===== config.mk =====
export PLATFORM = sky130hd
export DESIGN_NAME = sorted_list_merge
export DESIGN_NICKNAME = d
export VERILOG_FILES = /design/src/slm_pkg.sv /design/src/slm_front.sv /design/src/slm_queue.sv /design/src/slm_back.sv /design/src/sorted_list_merge.sv
export SDC_FILE = /design/constraint.sdc
export NUM_CORES = 1
export LEC_CHECK = 0
export BUFFER_PORTS_ARGS = -buffer_cell sky130_fd_sc_hd__buf_4
export CAP_MARGIN = 20
export CORE_MARGIN = 2
export CORE_UTILIZATION = 56
export DETAILED_ROUTE_END_ITERATION = 12
export MAX_ROUTING_LAYER = met4
export PLACE_DENSITY = 0.72
export SETUP_SLACK_MARGIN = 0.1
export SLEW_MARGIN = 20
export SYNTH_ARGS = -nofsm -noshare
export SYNTH_HDL_FRONTEND = slang
export SYNTH_SLANG_ARGS = --single-unit

===== constraint.sdc =====
create_clock -name clk -period 4.39 [get_ports clk]
set_input_delay 0.439 -clock clk [delete_from_list [all_inputs] [get_ports clk]]
set_output_delay 0.439 -clock clk [all_outputs]
set_load 0.05 [all_outputs]

===== src/slm_pkg.sv =====
// Shared types and codes for the sorted list merge block.
package slm_pkg;

    localparam int VALUE_W = 32;

    // Command codes carried in the input tuser field.
    typedef enum logic [1:0] {
        FUNC_LOAD_A = 2'd0,
        FUNC_LOAD_B = 2'd1,
        FUNC_MERGE  = 2'd2
    } func_t;

    // Work handed from the front end to the back end.
    typedef enum logic [1:0] {
        CMD_LOAD_A = 2'd0,
        CMD_LOAD_B = 2'd1,
        CMD_MERGE  = 2'd2
    } cmd_kind_t;

    typedef struct packed {
        cmd_kind_t            kind;
        logic [VALUE_W-1:0]   value;
    } cmd_t;

    // One result item.
    typedef struct packed {
        logic [VALUE_W-1:0]   value;
        logic                 last;
        logic                 empty;
        logic                 overflow;
    } res_t;

endpackage


===== src/slm_front.sv =====
// Input stage: takes items, decodes the command and drops reserved codes.
module slm_front
(
    input  logic                       clk,
    input  logic                       rst_n,
    input  logic                       in_valid,
    output logic                       in_ready,
    input  logic [1:0]                 in_func,
    input  logic [slm_pkg::VALUE_W-1:0] in_value,
    output logic                       cmd_valid,
    input  logic                       cmd_ready,
    output slm_pkg::cmd_t              cmd
);
    import slm_pkg::*;

    logic      cmd_valid_reg;
    logic      cmd_valid_next;
    cmd_t      cmd_reg;
    cmd_t      cmd_next;
    logic      known;
    cmd_kind_t kind;

    always_comb
    begin
        known = 1'b1;
        kind  = CMD_LOAD_A;
        unique case (in_func)
            FUNC_LOAD_A: kind = CMD_LOAD_A;
            FUNC_LOAD_B: kind = CMD_LOAD_B;
            FUNC_MERGE:  kind = CMD_MERGE;
            default:     known = 1'b0;
        endcase
    end

    assign in_ready = !cmd_valid_reg || cmd_ready;

    always_comb
    begin
        cmd_valid_next = cmd_valid_reg && !cmd_ready;
        cmd_next       = cmd_reg;
        if (in_valid && in_ready)
        begin
            cmd_valid_next = known;
            cmd_next.kind  = kind;
            cmd_next.value = in_value;
        end
    end

    always_ff @(posedge clk or negedge rst_n)
    begin
        if (!rst_n)
        begin
            cmd_valid_reg <= 1'b0;
        end
        else
        begin
            cmd_valid_reg <= cmd_valid_next;
        end
    end

    always_ff @(posedge clk)
    begin
        cmd_reg <= cmd_next;
    end

    assign cmd_valid = cmd_valid_reg;
    assign cmd       = cmd_reg;

endmodule


===== src/slm_queue.sv =====
// Small command queue between the front end and the back end.
module slm_queue
#(
    parameter int DEPTH = 2
)
(
    input  logic          clk,
    input  logic          rst_n,
    input  logic          wr_valid,
    output logic          wr_ready,
    input  slm_pkg::cmd_t wr_cmd,
    output logic          rd_valid,
    input  logic          rd_ready,
    output slm_pkg::cmd_t rd_cmd
);
    import slm_pkg::*;

    localparam int PW = (DEPTH > 1) ? $clog2(DEPTH) : 1;
    localparam int CW = $clog2(DEPTH + 1);

    cmd_t          mem_reg [DEPTH];
    logic [PW-1:0] wr_ptr_reg;
    logic [PW-1:0] wr_ptr_next;
    logic [PW-1:0] rd_ptr_reg;
    logic [PW-1:0] rd_ptr_next;
    logic [CW-1:0] fill_reg;
    logic [CW-1:0] fill_next;
    logic          do_wr;
    logic          do_rd;

    assign wr_ready = (fill_reg != CW'(DEPTH));
    assign rd_valid = (fill_reg != '0);
    assign rd_cmd   = mem_reg[rd_ptr_reg];
    assign do_wr    = wr_valid && wr_ready;
    assign do_rd    = rd_valid && rd_ready;

    always_comb
    begin
        wr_ptr_next = wr_ptr_reg;
        rd_ptr_next = rd_ptr_reg;
        fill_next   = fill_reg;
        if (do_wr)
        begin
            wr_ptr_next = (wr_ptr_reg == PW'(DEPTH - 1)) ? '0 : wr_ptr_reg + 1'b1;
        end
        if (do_rd)
        begin
            rd_ptr_next = (rd_ptr_reg == PW'(DEPTH - 1)) ? '0 : rd_ptr_reg + 1'b1;
        end
        if (do_wr && !do_rd)
        begin
            fill_next = fill_reg + 1'b1;
        end
        else if (do_rd && !do_wr)
        begin
            fill_next = fill_reg - 1'b1;
        end
    end

    always_ff @(posedge clk or negedge rst_n)
    begin
        if (!rst_n)
        begin
            wr_ptr_reg <= '0;
            rd_ptr_reg <= '0;
            fill_reg   <= '0;
        end
        else
        begin
            wr_ptr_reg <= wr_ptr_next;
            rd_ptr_reg <= rd_ptr_next;
            fill_reg   <= fill_next;
        end
    end

    always_ff @(posedge clk)
    begin
        if (do_wr)
        begin
            mem_reg[wr_ptr_reg] <= wr_cmd;
        end
    end

endmodule


===== src/slm_back.sv =====
// Execution stage: list storage, merge walker and result register.
module slm_back
#(
    parameter int LIST_DEPTH = 16
)
(
    input  logic          clk,
    input  logic          rst_n,
    input  logic          cmd_valid,
    output logic          cmd_ready,
    input  slm_pkg::cmd_t cmd,
    output logic          res_valid,
    input  logic          res_ready,
    output slm_pkg::res_t res
);
    import slm_pkg::*;

    localparam int CW = $clog2(LIST_DEPTH + 1);
    localparam int IW = (LIST_DEPTH > 1) ? $clog2(LIST_DEPTH) : 1;

    typedef enum logic [1:0] {
        ST_IDLE  = 2'b01,
        ST_MERGE = 2'b10
    } state_t;

    logic [VALUE_W-1:0] list_a_reg [LIST_DEPTH];
    logic [VALUE_W-1:0] list_b_reg [LIST_DEPTH];

    state_t        state_reg;
    state_t        state_next;
    logic [CW-1:0] cnt_a_reg;
    logic [CW-1:0] cnt_a_next;
    logic [CW-1:0] cnt_b_reg;
    logic [CW-1:0] cnt_b_next;
    logic [CW-1:0] idx_a_reg;
    logic [CW-1:0] idx_a_next;
    logic [CW-1:0] idx_b_reg;
    logic [CW-1:0] idx_b_next;
    logic          ovf_reg;
    logic          ovf_next;
    logic          out_valid_reg;
    logic          out_valid_next;
    res_t          out_reg;
    res_t          out_next;

    logic               out_free;
    logic               take_cmd;
    logic               wr_a;
    logic               wr_b;
    logic               a_has;
    logic               b_has;
    logic               take_a;
    logic               is_last;
    logic [VALUE_W-1:0] head_a;
    logic [VALUE_W-1:0] head_b;

    assign out_free  = !out_valid_reg || res_ready;
    assign cmd_ready = (state_reg == ST_IDLE) && ((cmd.kind != CMD_MERGE) || out_free);
    assign take_cmd  = cmd_valid && cmd_ready;

    assign head_a = list_a_reg[idx_a_reg[IW-1:0]];
    assign head_b = list_b_reg[idx_b_reg[IW-1:0]];
    assign a_has  = idx_a_reg < cnt_a_reg;
    assign b_has  = idx_b_reg < cnt_b_reg;
    // Ties go to the first list to keep the merge stable.
    assign take_a = a_has && (!b_has || ($signed(head_a) <= $signed(head_b)));
    assign is_last = ({1'b0, idx_a_reg} + {1'b0, idx_b_reg} + (CW+1)'(1))
                     == ({1'b0, cnt_a_reg} + {1'b0, cnt_b_reg});

    always_comb
    begin
        state_next     = state_reg;
        cnt_a_next     = cnt_a_reg;
        cnt_b_next     = cnt_b_reg;
        idx_a_next     = idx_a_reg;
        idx_b_next     = idx_b_reg;
        ovf_next       = ovf_reg;
        out_valid_next = out_valid_reg && !res_ready;
        out_next       = out_reg;
        wr_a           = 1'b0;
        wr_b           = 1'b0;

        unique case (state_reg)
            ST_IDLE:
            begin
                if (take_cmd)
                begin
                    case (cmd.kind)
                        CMD_LOAD_A:
                        begin
                            if (cnt_a_reg < CW'(LIST_DEPTH))
                            begin
                                wr_a       = 1'b1;
                                cnt_a_next = cnt_a_reg + 1'b1;
                            end
                            else
                            begin
                                ovf_next = 1'b1;
                            end
                        end
                        CMD_LOAD_B:
                        begin
                            if (cnt_b_reg < CW'(LIST_DEPTH))
                            begin
                                wr_b       = 1'b1;
                                cnt_b_next = cnt_b_reg + 1'b1;
                            end
                            else
                            begin
                                ovf_next = 1'b1;
                            end
                        end
                        CMD_MERGE:
                        begin
                            idx_a_next = '0;
                            idx_b_next = '0;
                            if (cnt_a_reg == '0 && cnt_b_reg == '0)
                            begin
                                out_valid_next    = 1'b1;
                                out_next.value    = '0;
                                out_next.last     = 1'b1;
                                out_next.empty    = 1'b1;
                                out_next.overflow = ovf_reg;
                                ovf_next          = 1'b0;
                            end
                            else
                            begin
                                state_next = ST_MERGE;
                            end
                        end
                        default:
                        begin
                        end
                    endcase
                end
            end
            ST_MERGE:
            begin
                if (out_free)
                begin
                    out_valid_next    = 1'b1;
                    out_next.value    = take_a ? head_a : head_b;
                    out_next.last     = is_last;
                    out_next.empty    = 1'b0;
                    out_next.overflow = ovf_reg;
                    if (take_a)
                    begin
                        idx_a_next = idx_a_reg + 1'b1;
                    end
                    else
                    begin
                        idx_b_next = idx_b_reg + 1'b1;
                    end
                    if (is_last)
                    begin
                        state_next = ST_IDLE;
                        cnt_a_next = '0;
                        cnt_b_next = '0;
                        ovf_next   = 1'b0;
                    end
                end
            end
            default:
            begin
                state_next = ST_IDLE;
            end
        endcase
    end

    always_ff @(posedge clk or negedge rst_n)
    begin
        if (!rst_n)
        begin
            state_reg     <= ST_IDLE;
            cnt_a_reg     <= '0;
            cnt_b_reg     <= '0;
            idx_a_reg     <= '0;
            idx_b_reg     <= '0;
            ovf_reg       <= 1'b0;
            out_valid_reg <= 1'b0;
        end
        else
        begin
            state_reg     <= state_next;
            cnt_a_reg     <= cnt_a_next;
            cnt_b_reg     <= cnt_b_next;
            idx_a_reg     <= idx_a_next;
            idx_b_reg     <= idx_b_next;
            ovf_reg       <= ovf_next;
            out_valid_reg <= out_valid_next;
        end
    end

    always_ff @(posedge clk)
    begin
        out_reg <= out_next;
        if (wr_a)
        begin
            list_a_reg[cnt_a_reg[IW-1:0]] <= cmd.value;
        end
        if (wr_b)
        begin
            list_b_reg[cnt_b_reg[IW-1:0]] <= cmd.value;
        end
    end

    assign res_valid = out_valid_reg;
    assign res       = out_reg;

endmodule


===== src/sorted_list_merge.sv =====
// Two-way merge of sorted lists: top level.
//
// Input channel (s_axis_*): tuser selects the command (0 append to the
// first list, 1 append to the second list, 2 merge, 3 ignored), tdata
// carries the value to append. Appends give no output item.
// Output channel (m_axis_*): one item per stored element in ascending
// order, ties taking the first list first; tlast marks the final item of
// a merge. A merge of two empty lists gives one item flagged empty.
// Appends beyond LIST_DEPTH are dropped and flagged on the next merge.
//
// Throughput: one append per cycle while the input is not stalled; a merge
// emits one item per cycle while the receiver accepts, set by the walker
// reading both list heads and comparing them. An append passes the front
// register and the queue before it is stored; a merge command passes them,
// then the walker (unless both lists are empty) and the output register.
// The front end and back end are split by a two-entry command queue; with
// the front register it takes up to three items while a merge is walking.
// Reset clears both list counts, the overflow flag and all valid flags.
// When the receiver stalls, the output register holds its item and the
// walker pauses; the input stalls once the queue fills behind it.
module sorted_list_merge
#(
    parameter int LIST_DEPTH = 16
)
(
    input  logic        clk,
    input  logic        rst_n,
    input  logic        s_axis_tvalid,
    output logic        s_axis_tready,
    input  logic [31:0] s_axis_tdata,   // [31:0] item_value
    input  logic [1:0]  s_axis_tuser,   // [1:0] func
    output logic        m_axis_tvalid,
    input  logic        m_axis_tready,
    output logic [31:0] m_axis_tdata,   // [31:0] merged_value
    output logic        m_axis_tlast,   // is_last
    output logic [1:0]  m_axis_tuser    // [0] is_empty, [1] load_overflow
);
    import slm_pkg::*;

    logic front_valid;
    logic front_ready;
    cmd_t front_cmd;
    logic back_valid;
    logic back_ready;
    cmd_t back_cmd;
    res_t res;

    slm_front u_front
    (
        .clk       (clk),
        .rst_n     (rst_n),
        .in_valid  (s_axis_tvalid),
        .in_ready  (s_axis_tready),
        .in_func   (s_axis_tuser),
        .in_value  (s_axis_tdata),
        .cmd_valid (front_valid),
        .cmd_ready (front_ready),
        .cmd       (front_cmd)
    );

    // Decouples decode from execution.
    slm_queue #(.DEPTH(2)) u_queue
    (
        .clk      (clk),
        .rst_n    (rst_n),
        .wr_valid (front_valid),
        .wr_ready (front_ready),
        .wr_cmd   (front_cmd),
        .rd_valid (back_valid),
        .rd_ready (back_ready),
        .rd_cmd   (back_cmd)
    );

    slm_back #(.LIST_DEPTH(LIST_DEPTH)) u_back
    (
        .clk       (clk),
        .rst_n     (rst_n),
        .cmd_valid (back_valid),
        .cmd_ready (back_ready),
        .cmd       (back_cmd),
        .res_valid (m_axis_tvalid),
        .res_ready (m_axis_tready),
        .res       (res)
    );

    assign m_axis_tdata = res.value;
    assign m_axis_tlast = res.last;
    assign m_axis_tuser = {res.overflow, res.empty};

endmodule


==> results of run 1 <==
## per-layer routing
| layer | part of all wire (%) | vias to the layer above | track usage (%) |
|---|---|---|---|
| met3 | 8.1 | 196 | 3.66 |
| met1 | 39 | 12600 | 35.5 |
| li1 | - | 10100 | - |
| met4 | 2.7 | 0 | 7.42 |
| met2 | 50 | 1176 | 41.6 |
| met5 | 0 | - | - |
## kinds of logic (layout without fill, tap and decap cells)
group / count (synthesis) / count (layout) / share of synthesized area (%)
buffers and inverters: 145 / 563 / 1.30
adders and majority gates: 65 / 65 / 1.77
DFF: 1190 / 1190 / 76.1
other: 0 / 2 / 0
xor gates and xnor gates: 17 / 17 / 0.318
AOI/OAI and AO/OA: 245 / 245 / 4.06
muxes: 395 / 395 / 14.5
and+or+nand+nor: 188 / 189 / 1.94
## layout make-up
cell class	instances	area, µm²	area share (%)
sequential	1190	35600	64.8
tap	1070	1340	2.44
multi-input combinational	911	11100	20.2
timing repair buffer	318	3140	5.72
clock buffer	150	3050	5.55
clock inverter	67	598	1.09
inverter	28	105	0.191
antenna	2	5.00	0.00911
## power groups by stage
stage | logic (W) | clock network (W) | registers, W
floorplan | 0.00600 | 0 | 0.0157
global placement | 0.00966 | 0 | 0.0154
CTS | 0.0103 | 0.00964 | 0.0152
global route | 0.0119 | 0.0101 | 0.0152
finish | 0.0111 | 0.00953 | 0.0152
detailed placement | 0.00999 | 0 | 0.0154
## cell usage after synthesis (24+ instances only)
| library cell | number | share of area, % |
|---|---|---|
| a211oi_1 | 33 | 0.53 |
| a21oi_1 | 24 | 0.26 |
| a221oi_1 | 97 | 1.8 |
| buf_2 | 29 | 0.31 |
| clkbuf_1 | 67 | 0.54 |
| dfrtp_1 | 28 | 1.5 |
| edfxtp_1 | 1161 | 75 |
| ha_1 | 63 | 1.7 |
| inv_1 | 27 | 0.22 |
| mux2_2 | 35 | 0.84 |
| mux2i_1 | 136 | 2.9 |
| mux4_2 | 224 | 11 |
| nand2_1 | 33 | 0.26 |
| nor2_1 | 76 | 0.61 |
| o21a_1 | 31 | 0.50 |
## through the flow
| stage | setup slack (ns) | std cells | hold WS [ns] | TNS (ns) |
|---|---|---|---|---|
| 6_report | -0.205 | 3736 | 0.0395 | -3.01 |
| 5_1_grt | -0.251 | 3734 | 0.0477 | -6.30 |
| 4_1_cts | -0.117 | 3724 | 0.0148 | -1.29 |
| 3_5_place_dp | -0.596 | 3466 | 0.424 | -18.34 |
| 3_3_place_gp | -0.535 | 3466 | 0.416 | -16.79 |
| 2_1_floorplan | 0.0911 | 2245 | 0.143 | 0 |
## path summary, 6_finish.rpt
path	to	startpoint	slack (ns)
setup reg to reg	u_back.idx_a_reg[2]	u_back.idx_a_reg[0]	-0.21
max in group asynchronous	u_back.idx_a_reg[0]	rst_n	3.75
setup / recovery	u_back.idx_a_reg[2]	u_back.idx_a_reg[0]	-0.21
hold reg to reg	u_queue.mem_reg[0][13]	u_front.cmd[13]	0.44
hold / removal	u_front.cmd_valid	s_axis_tuser[0]	0.04
min in group asynchronous	u_back.res_valid	rst_n	0.26
## worst max-delay path: stages (launching register included)
cell and delay, ns:
dfrtp_4 0.53, buf_12 0.16, buf_4 0.15, mux4_2 0.44
mux4_2 0.58, ha_4 0.31, nand4_1 0.22, buf_4 0.23
nor4_4 0.34, buf_4 0.18, a31oi_4 0.08, and3_1 0.17
o31a_1 0.13, or2_4 0.31, buf_6 0.14, or4_4 0.47
nand3_2 0.08
## repair_timing
item | in CTS | in global routing
pin swaps | 9 | 10
setup buffers | 7 | 6
endpoints found under the setup margin | 42 | 42
hold endpoints to repair | 61 | 0
hold buffers | 34 | 0
resized for setup | 20 | 61
gates cloned | 0 | 5
==> reports/metrics.yaml, run 1 <==
clock_latency_ns: 0.68
dpl.hpwl_um: 63000
die_y_um: 293
wl_per_cell_um: 29.1
fin_ws_ns: -0.205
worst_clock_skew_ns: 0.0284
ys.flop_type: "edfxtp_1"
grt-ovfl-total: 0
drive_gt1_share_pct: 30.8
syn_area_per_cell_um2: 20.8
synth_fp_nets: 2348
rr_worst_depth: 16
total_power_w: 0.0358
worstSetupPathType: "flop to flop"
grt_pass1_wl_um: 158000
cell_internal_pwr_w: 0.0245
die_x_um: 293
first_pass_iters: 5
hold_path.class: "input port to flop"
netSwitchingPower_w: 0.0113
start_util_pct: 56.8
finalNetCount: 2667
grt_max_degree: 58
power.density_nw_per_um2: 652
fin_crit_sh_pct: 105
yosysSeqAreaShare_pct: 76.1
worstPathRequired_ns: 4.98
start_kind: "flop"
final_antenna_net_count: 0
synthCells: 2245
rsz0062_at_grt: "true"
cts_tree: "done"
grt_pass1_vias: 24200
synth_area_um2: 46800
ys_ff_latch: 1190
cap_violations: 0
ir_worst_vdd_v: 0.000456
core_um2: 82400
path_max_fanout: 5
drv_slew: 0
clock-sinks: 1190
yosysUniqueCellTypes: 60
leakage_nw: 17.7
final_util_pct: 66.7
antenna_found_initial: 2
final_common_cell: "edfxtp_1"
vias: 24100
fmax_ghz: 0.218
fp-row-count: 105
status: "complete, but fails checks"
cts_buffers: 115
layout_common_cells: "1161 x edfxtp_1, 224 x mux4_2, 224 x buf_4, 136 x mux2i_1, 119 x clkbuf_16"
pwr-share-clk_pct: 26.6
n_fill_cell: 5088
async_flop_share_pct: 2.44
final_cell_area_um2: 55000
dieArea_um2: 85900
power_frac_comb_pct: 31.0
drcViolationCount: 0
clk_pin_slew_ns: 0.06
totalWireLength_um: 109000
seqPwrFrac_pct: 42.4
setup_violations: 35
portBuffers: 74
via_per_inst: 6.45
cp_data_arrival_time_ns: 5.19
io_pins: 75
whs_path_depth: 4
synth_edf_count: 1161
max_slew_margin_pct: 36.8
netSwitchingFraction_pct: 31.5
drtIter0Drc: 2367
placed_cell_area_um2: 50300
syn2layout_area_growth_pct: 17.5
gp_congestion: 0.852
min_period_ns: 4.60
clk_path_buf_depth: 3
yosys_warnings: 0
htree_levels: 3
violations: "negative setup slack"
track_usage_pct: 26.0
cts_root_buffer: "clkbuf_16"
end_kind: "flop"
hold_viol_final: 0
tightest_slew_ns: 0.949
Note: power is estimated with default switching activity, not from simulation.
==> run 2: changes to the inputs <==
CORE_UTILIZATION = 59   (was 56)
CTS_BUF_LIST = sky130_fd_sc_hd__clkbuf_8   (was unset)
PLACE_DENSITY = 0.75   (was 0.72)
==> run 2 against run 1 <==
Net effect: the run still ends with negative setup slack left; first-iteration DRC count rose by 15%; non-clock buffer count up 23; sequential power about the same; sequential share of layout area decreased by 0.24 points; clock power is 9.3% lower; global-route usage up 1.7 points; largest cell class unchanged; largest power group unchanged; highest routed layer unchanged.
==> reports/metrics.yaml, run 2 (synthesis results as in run 1) <==
path_max_fanout: 7  # +2
htree_levels: 4  # +1
cts_tree: "done"
die_y_um: 286  # -2.5%
grt_pass1_wl_um: 158000  # +0.62%
drcViolationCount: 0  # unchanged
worst_clock_skew_ns: 0.0424  # +0.0141 ns
grt-ovfl-total: 0  # unchanged
instances_no_fill: 3859  # +3.3%
dpl.hpwl_um: 61100  # -3.1%
fin_ws_ns: -0.174  # +0.0313 ns
gp_congestion: 0.865  # +1.5%
drtIter0Drc: 2721  # +15%
end_kind: "flop"
max_slew_margin_pct: 34.8  # -1.9 points
placed_cells: 3446  # -0.58%
clk_path_buf_depth: 3  # unchanged
worstPathRequired_ns: 5.07  # +0.09 ns
total_power_w: 0.0359  # +0.34%
portBuffers: 74  # unchanged
finalNetCount: 2757  # +3.4%
fp-row-count: 103  # -1.9%
worstSetupPathType: "flop to flop"
grt_max_degree: 44  # -24%
syn2layout_area_growth_pct: 17.9
hold_viol_final: 0  # unchanged
core_um2: 78700  # -4.4%
fmax_ghz: 0.219  # +0.69%
drv_slew: 0  # unchanged
cp_common_cell: "buf_12"
min_period_ns: 4.56  # -0.0313 ns
final_antenna_net_count: 0  # unchanged
dieArea_um2: 81600  # -5.0%
pre_cts_ws_ns: -0.416  # +0.180 ns
first_pass_iters: 5  # unchanged
tightest_slew_ns: 0.978  # +0.0290 ns
clock_latency_ns: 0.82  # +0.14 ns
via_per_inst: 6.36  # -1.3%
setup_violations: 42  # +20%
power.density_nw_per_um2: 651  # about the same
leakage_nw: 18.0  # +1.9%
final_common_cell: "edfxtp_1"
cp_cell_sequence: "buf_12 > buf_12 > buf_16 > mux4_2 > mux4_2 > ha_4 > nand4_1 > buf_4 > or4_4 > nor3_2 > o31a_1 > or2_4 > buf_12 > a311oi_2 > a211o_1"
ir_worst_vdd_v: 0.000467  # +2.3%
totalWireLength_um: 109000  # +0.25%
antenna_found_initial: 1  # -1
start_util_pct: 59.4  # +2.6 points
status: "complete, but fails checks"
cts_root_buffer: "clkbuf_8"
fin_crit_sh_pct: 104  # -0.71 points
wl_per_cell_um: 28.2  # -2.9%
io_pins: 75  # unchanged
critical_path.max_stage_delay_ns: 0.58  # about the same
track_usage_pct: 27.7  # +1.7 points
grt_pass1_vias: 25000  # +3.1%
cp_data_arrival_time_ns: 5.25  # +0.06 ns
start_kind: "flop"
drive_gt1_share_pct: 32.9  # +2.1 points
die_x_um: 286  # -2.5%
cap_violations: 0  # unchanged
clk_pin_slew_ns: 0.06  # about the same
cts_buffers: 179  # +56%
rsz0062_at_grt: "true"
hold_path.class: "input port to asynchronous set/reset pin"
layout_common_cells: "1161 x edfxtp_1, 243 x buf_4, 224 x mux4_2, 181 x clkbuf_8, 136 x mux2i_1"
tns_ns: -4.03  # -1.02 ns
crit_path_top_delay_cell: "mux4_2"
clock-sinks: 1190  # unchanged
vias: 24600  # +2.0%
violations: "negative setup slack"
[run 2: cell count changes in the layout (fill, tap and decap cells not counted), moves of 19 or more]
| cell | previous run | this run |
|---|---|---|
| clkbuf_8 | 2 | 181 |
| clkbuf_16 | 119 | 2 |
| inv_1 | 27 | 80 |
| buf_4 | 224 | 243 |
| clkbuf_1 | 32 | 0 |
| clkinv_1 | 21 | 52 |
[run 2: stage by stage]
step                hold slack [ns]  instance area, µm²  util (%)
CTS                          0.0792               54700      69.5
global route                  0.126               55200      70.1
floorplan                     0.143               46800         -
finish                        0.129               55200      70.1
global placement              0.410               50200      63.8
detailed placement            0.421               50200      63.8
[run 2: area by class of cell]
class	count	area [µm²]
multi-input combinational	914	11300
sequential	1190	35600
timing repair buffer	341	3400
inverter	28	105
fill	4557	23600
antenna	4	10.0
clock buffer	181	2490
clock inverter	151	921
tap	1050	1310
[run 2: worst max-delay path: cells and delay by family, from the launching register on]
family / cells / cell delay, ns
AO/OA/AOI/OAI: 3 / 0.58
adder cells (fa/ha/maj): 1 / 0.31
buffers and inverters: 5 / 0.79
flip-flops: 1 / 0.48
multiplexers: 2 / 0.99
AND/OR/NAND/NOR: 4 / 1.25
[run 2: routing by layer]
layer	vias to the layer above	part of all wire, %	global-route usage [%]
li1	10300	-	-
met1	12700	38	36.2
met2	1293	50	43.7
met3	235	8.5	5.77
met4	0	3.1	10.1
met5	-	0	-
[run 2: what timing repair did]
item | 4_1_cts | 5_1_grt
setup endpoints to repair | 42 | 42
hold buffers | 39 | 0
cloned | 8 | 5
hold endpoints to repair | 65 | 0
gates resized for setup | 65 | 58
buffers inserted | 16 | 10
pin swaps | 24 | 19
[run 2: power by group]
group	switching [W]	internal (W)	total (W)	leakage, nW
clock	0.00423	0.00441	0.00864	1.94
sequential	0.000510	0.0147	0.0152	10.8
combinational	0.00714	0.00498	0.0121	5.24
[run 2: worst paths after layout]
| kind | startpoint | to | slack (ns) | cells past startpoint |
|---|---|---|---|---|
| worst max-delay path | u_back.idx_a_reg[0] | u_back.idx_b_reg[3] | -0.17 | 15 |
| worst min-delay path | rst_n | u_back.cnt_b_reg[3] | 0.13 | 2 |
| worst min register to register | u_front.cmd[27] | u_queue.mem_reg[0][27] | 0.44 | 0 |
| max in group asynchronous | rst_n | u_back.idx_b_reg[0] | 3.88 | 2 |
| worst max register to register | u_back.idx_a_reg[0] | u_back.idx_b_reg[3] | -0.17 | 15 |
| min in group clk | s_axis_tdata[21] | u_front.cmd[21] | 0.32 | 2 |
==> run 3: changes to the inputs <==
CORE_UTILIZATION = 50   (was 59)
PLACE_DENSITY = 0.65   (was 0.75)
==> run 3 against run 2 <==
Net effect: the flow still finishes with violations (negative setup slack); critical path type unchanged; first-iteration DRC count is 12% lower; total power down 1.9%; sequential share of layout area down 0.11 points; critical endpoint is now u_back.res[8].
==> reports/metrics.yaml, run 3 (synthesis results as in run 1) <==
status: "complete, but fails checks"
violations: "negative setup slack"
clock_latency_ns: 0.85  # +0.03 ns
fin_crit_sh_pct: 102  # -2.3 points
start_kind: "flop"
fmax_ghz: 0.224  # +2.2%
clock-sinks: 1190  # unchanged
grt_pass1_vias: 24600  # -1.3%
hold_path.class: "input port to asynchronous set/reset pin"
fp-row-count: 112  # +8.7%
gp_congestion: 0.876  # +1.2%
power.density_nw_per_um2: 638  # -2.1%
final_antenna_net_count: 0  # unchanged
syn2layout_area_growth_pct: 18.1
worstSetupPathType: "flop to flop"
tightest_slew_ns: 0.930  # -0.0472 ns
totalWireLength_um: 110000  # +0.75%
final_common_cell: "edfxtp_1"
worst_clock_skew_ns: 0.0422  # -0.000263 ns
whs_ns: 0.103  # -0.0252 ns
grt_max_degree: 36  # -18%
cp_data_arrival_time_ns: 5.18  # -0.07 ns
use_met2_pct: 38.6  # -5.1 points
final_cell_area_um2: 55300  # +0.19%
grt-ovfl-total: 0  # unchanged
first_pass_iters: 6  # +1
clk_pin_slew_ns: 0.07  # about the same
dieArea_um2: 96000  # +18%
antenna_found_initial: 2  # +1
leakage_nw: 17.9  # -0.48%
htree_levels: 4  # unchanged
cts_root_buffer: "clkbuf_8"
drv_slew: 0  # unchanged
dpl.hpwl_um: 63700  # +4.3%
portBuffers: 74  # unchanged
via_per_inst: 5.95  # -6.5%
min_period_ns: 4.46  # -0.0991 ns
grt_util_met3_pct: 4.11  # -1.7 points
max_slew_margin_pct: 38.0  # +3.1 points
rsz0062_at_grt: "true"
finalNetCount: 2733  # -0.87%
fin_ws_ns: -0.0747  # +0.0991 ns
track_usage_pct: 23.9  # -3.8 points
hold_viol_final: 0  # unchanged
use_met1_pct: 31.6  # -4.6 points
end_kind: "flop"
busiest_layer: "met2"
layout_common_cells: "1161 x edfxtp_1, 224 x mux4_2, 207 x buf_4, 189 x clkbuf_8, 135 x mux2i_1"
clk_path_buf_depth: 3  # unchanged
die_x_um: 310  # +8.5%
path_max_fanout: 29  # +22
drive_gt1_share_pct: 32.5  # -0.38 points
placed_cell_area_um2: 50500  # +0.52%
core_um2: 93000  # +18%
io_pins: 75  # unchanged
drtIter0Drc: 2401  # -12%
vias: 24000  # -2.2%
worstPathRequired_ns: 5.11  # +0.04 ns
wl_per_cell_um: 27.2  # -3.7%
grt_pass1_wl_um: 160000  # +0.81%
total_power_w: 0.0353  # -1.9%
die_y_um: 310  # +8.5%
start_util_pct: 50.3  # -9.1 points
cts_tree: "done"
cts_buffers: 183  # +2.2%
setup_violations: 15  # -64%
drcViolationCount: 0  # unchanged
ir_worst_vdd_v: 0.000405  # -13%
cap_violations: 0  # unchanged
-- run 3: area by class of cell --
class                   instances  area (µm²)
diodes                          3        7.51
repair buffers                317        3400
inverters                      28         105
clock buffers                 189        2600
multi-input cells             910       11300
well taps                    1254        1570
fillers                      6735       37800
flip-flops and latches       1190       35600
clock inverters               145         704
-- run 3: where the power goes --
part | switching [W] | internal [W] | leakage, nW
clock network | 0.00422 | 0.00414 | 1.93
logic | 0.00697 | 0.00476 | 5.17
registers | 0.000508 | 0.0147 | 10.8
total | 0.0117 | 0.0236 | 17.9
-- run 3: per-stage QoR --
stage / setup WS (ns) / cells / util, % / setup TNS [ns]
floorplan: 0.0911 / 2245 / - / 0
global placement: -0.414 / 3637 / 54.2 / -5.56
detailed placement: -0.442 / 3637 / 54.2 / -4.99
CTS: -0.0286 / 4025 / 58.9 / -0.0901
global route: -0.233 / 4034 / 59.4 / -5.60
finish: -0.0747 / 4036 / 59.4 / -0.678
-- run 3: worst paths after layout --
kind	startpoint	endpoint	slack (ns)	depth (start not counted)
hold / removal	rst_n	u_back.res_valid	0.10	2
max in group asynchronous	rst_n	u_back.idx_a_reg[1]	3.85	2
hold reg to reg	u_front.cmd[20]	u_queue.mem_reg[0][20]	0.41	0
setup / recovery	u_back.idx_b_reg[1]	u_back.res[8]	-0.07	19
min in group clk	s_axis_tdata[21]	u_front.cmd[21]	0.31	2
setup reg to reg	u_back.idx_b_reg[1]	u_back.res[8]	-0.07	19
-- run 3: timing repair --
item,4_1_cts,5_1_grt
endpoints found under the setup margin,40,42
resized for setup,63,77
hold buffers,39,0
endpoints found under the hold margin,65,0
setup buffers,8,5
cloned,7,4
pin swaps,16,25
-- run 3: worst max-delay path, cell delays in order (launching register included) --
cell,delay [ns]
dfrtp_4,0.49
buf_4,0.15
nor2b_4,0.16
buf_8,0.29
buf_4,0.24
a221oi_1,0.12
o21a_1,0.21
a221oi_1,0.29
buf_4,0.22
ha_1,0.17
nand4_1,0.16
nor4b_2,0.44
o21ai_0,0.19
a21oi_1,0.19
o31a_1,0.17
or2_4,0.21
buf_12,0.18
nor2_1,0.07
a211oi_2,0.20
buf_4,0.15
-- run 3: layer usage --
metal | wire, µm | vias to the layer above
li1 | - | 10200
met1 | 45100 | 12700
met2 | 55400 | 903
met3 | 7010 | 174
met4 | 2350 | 0
met5 | 0 | -
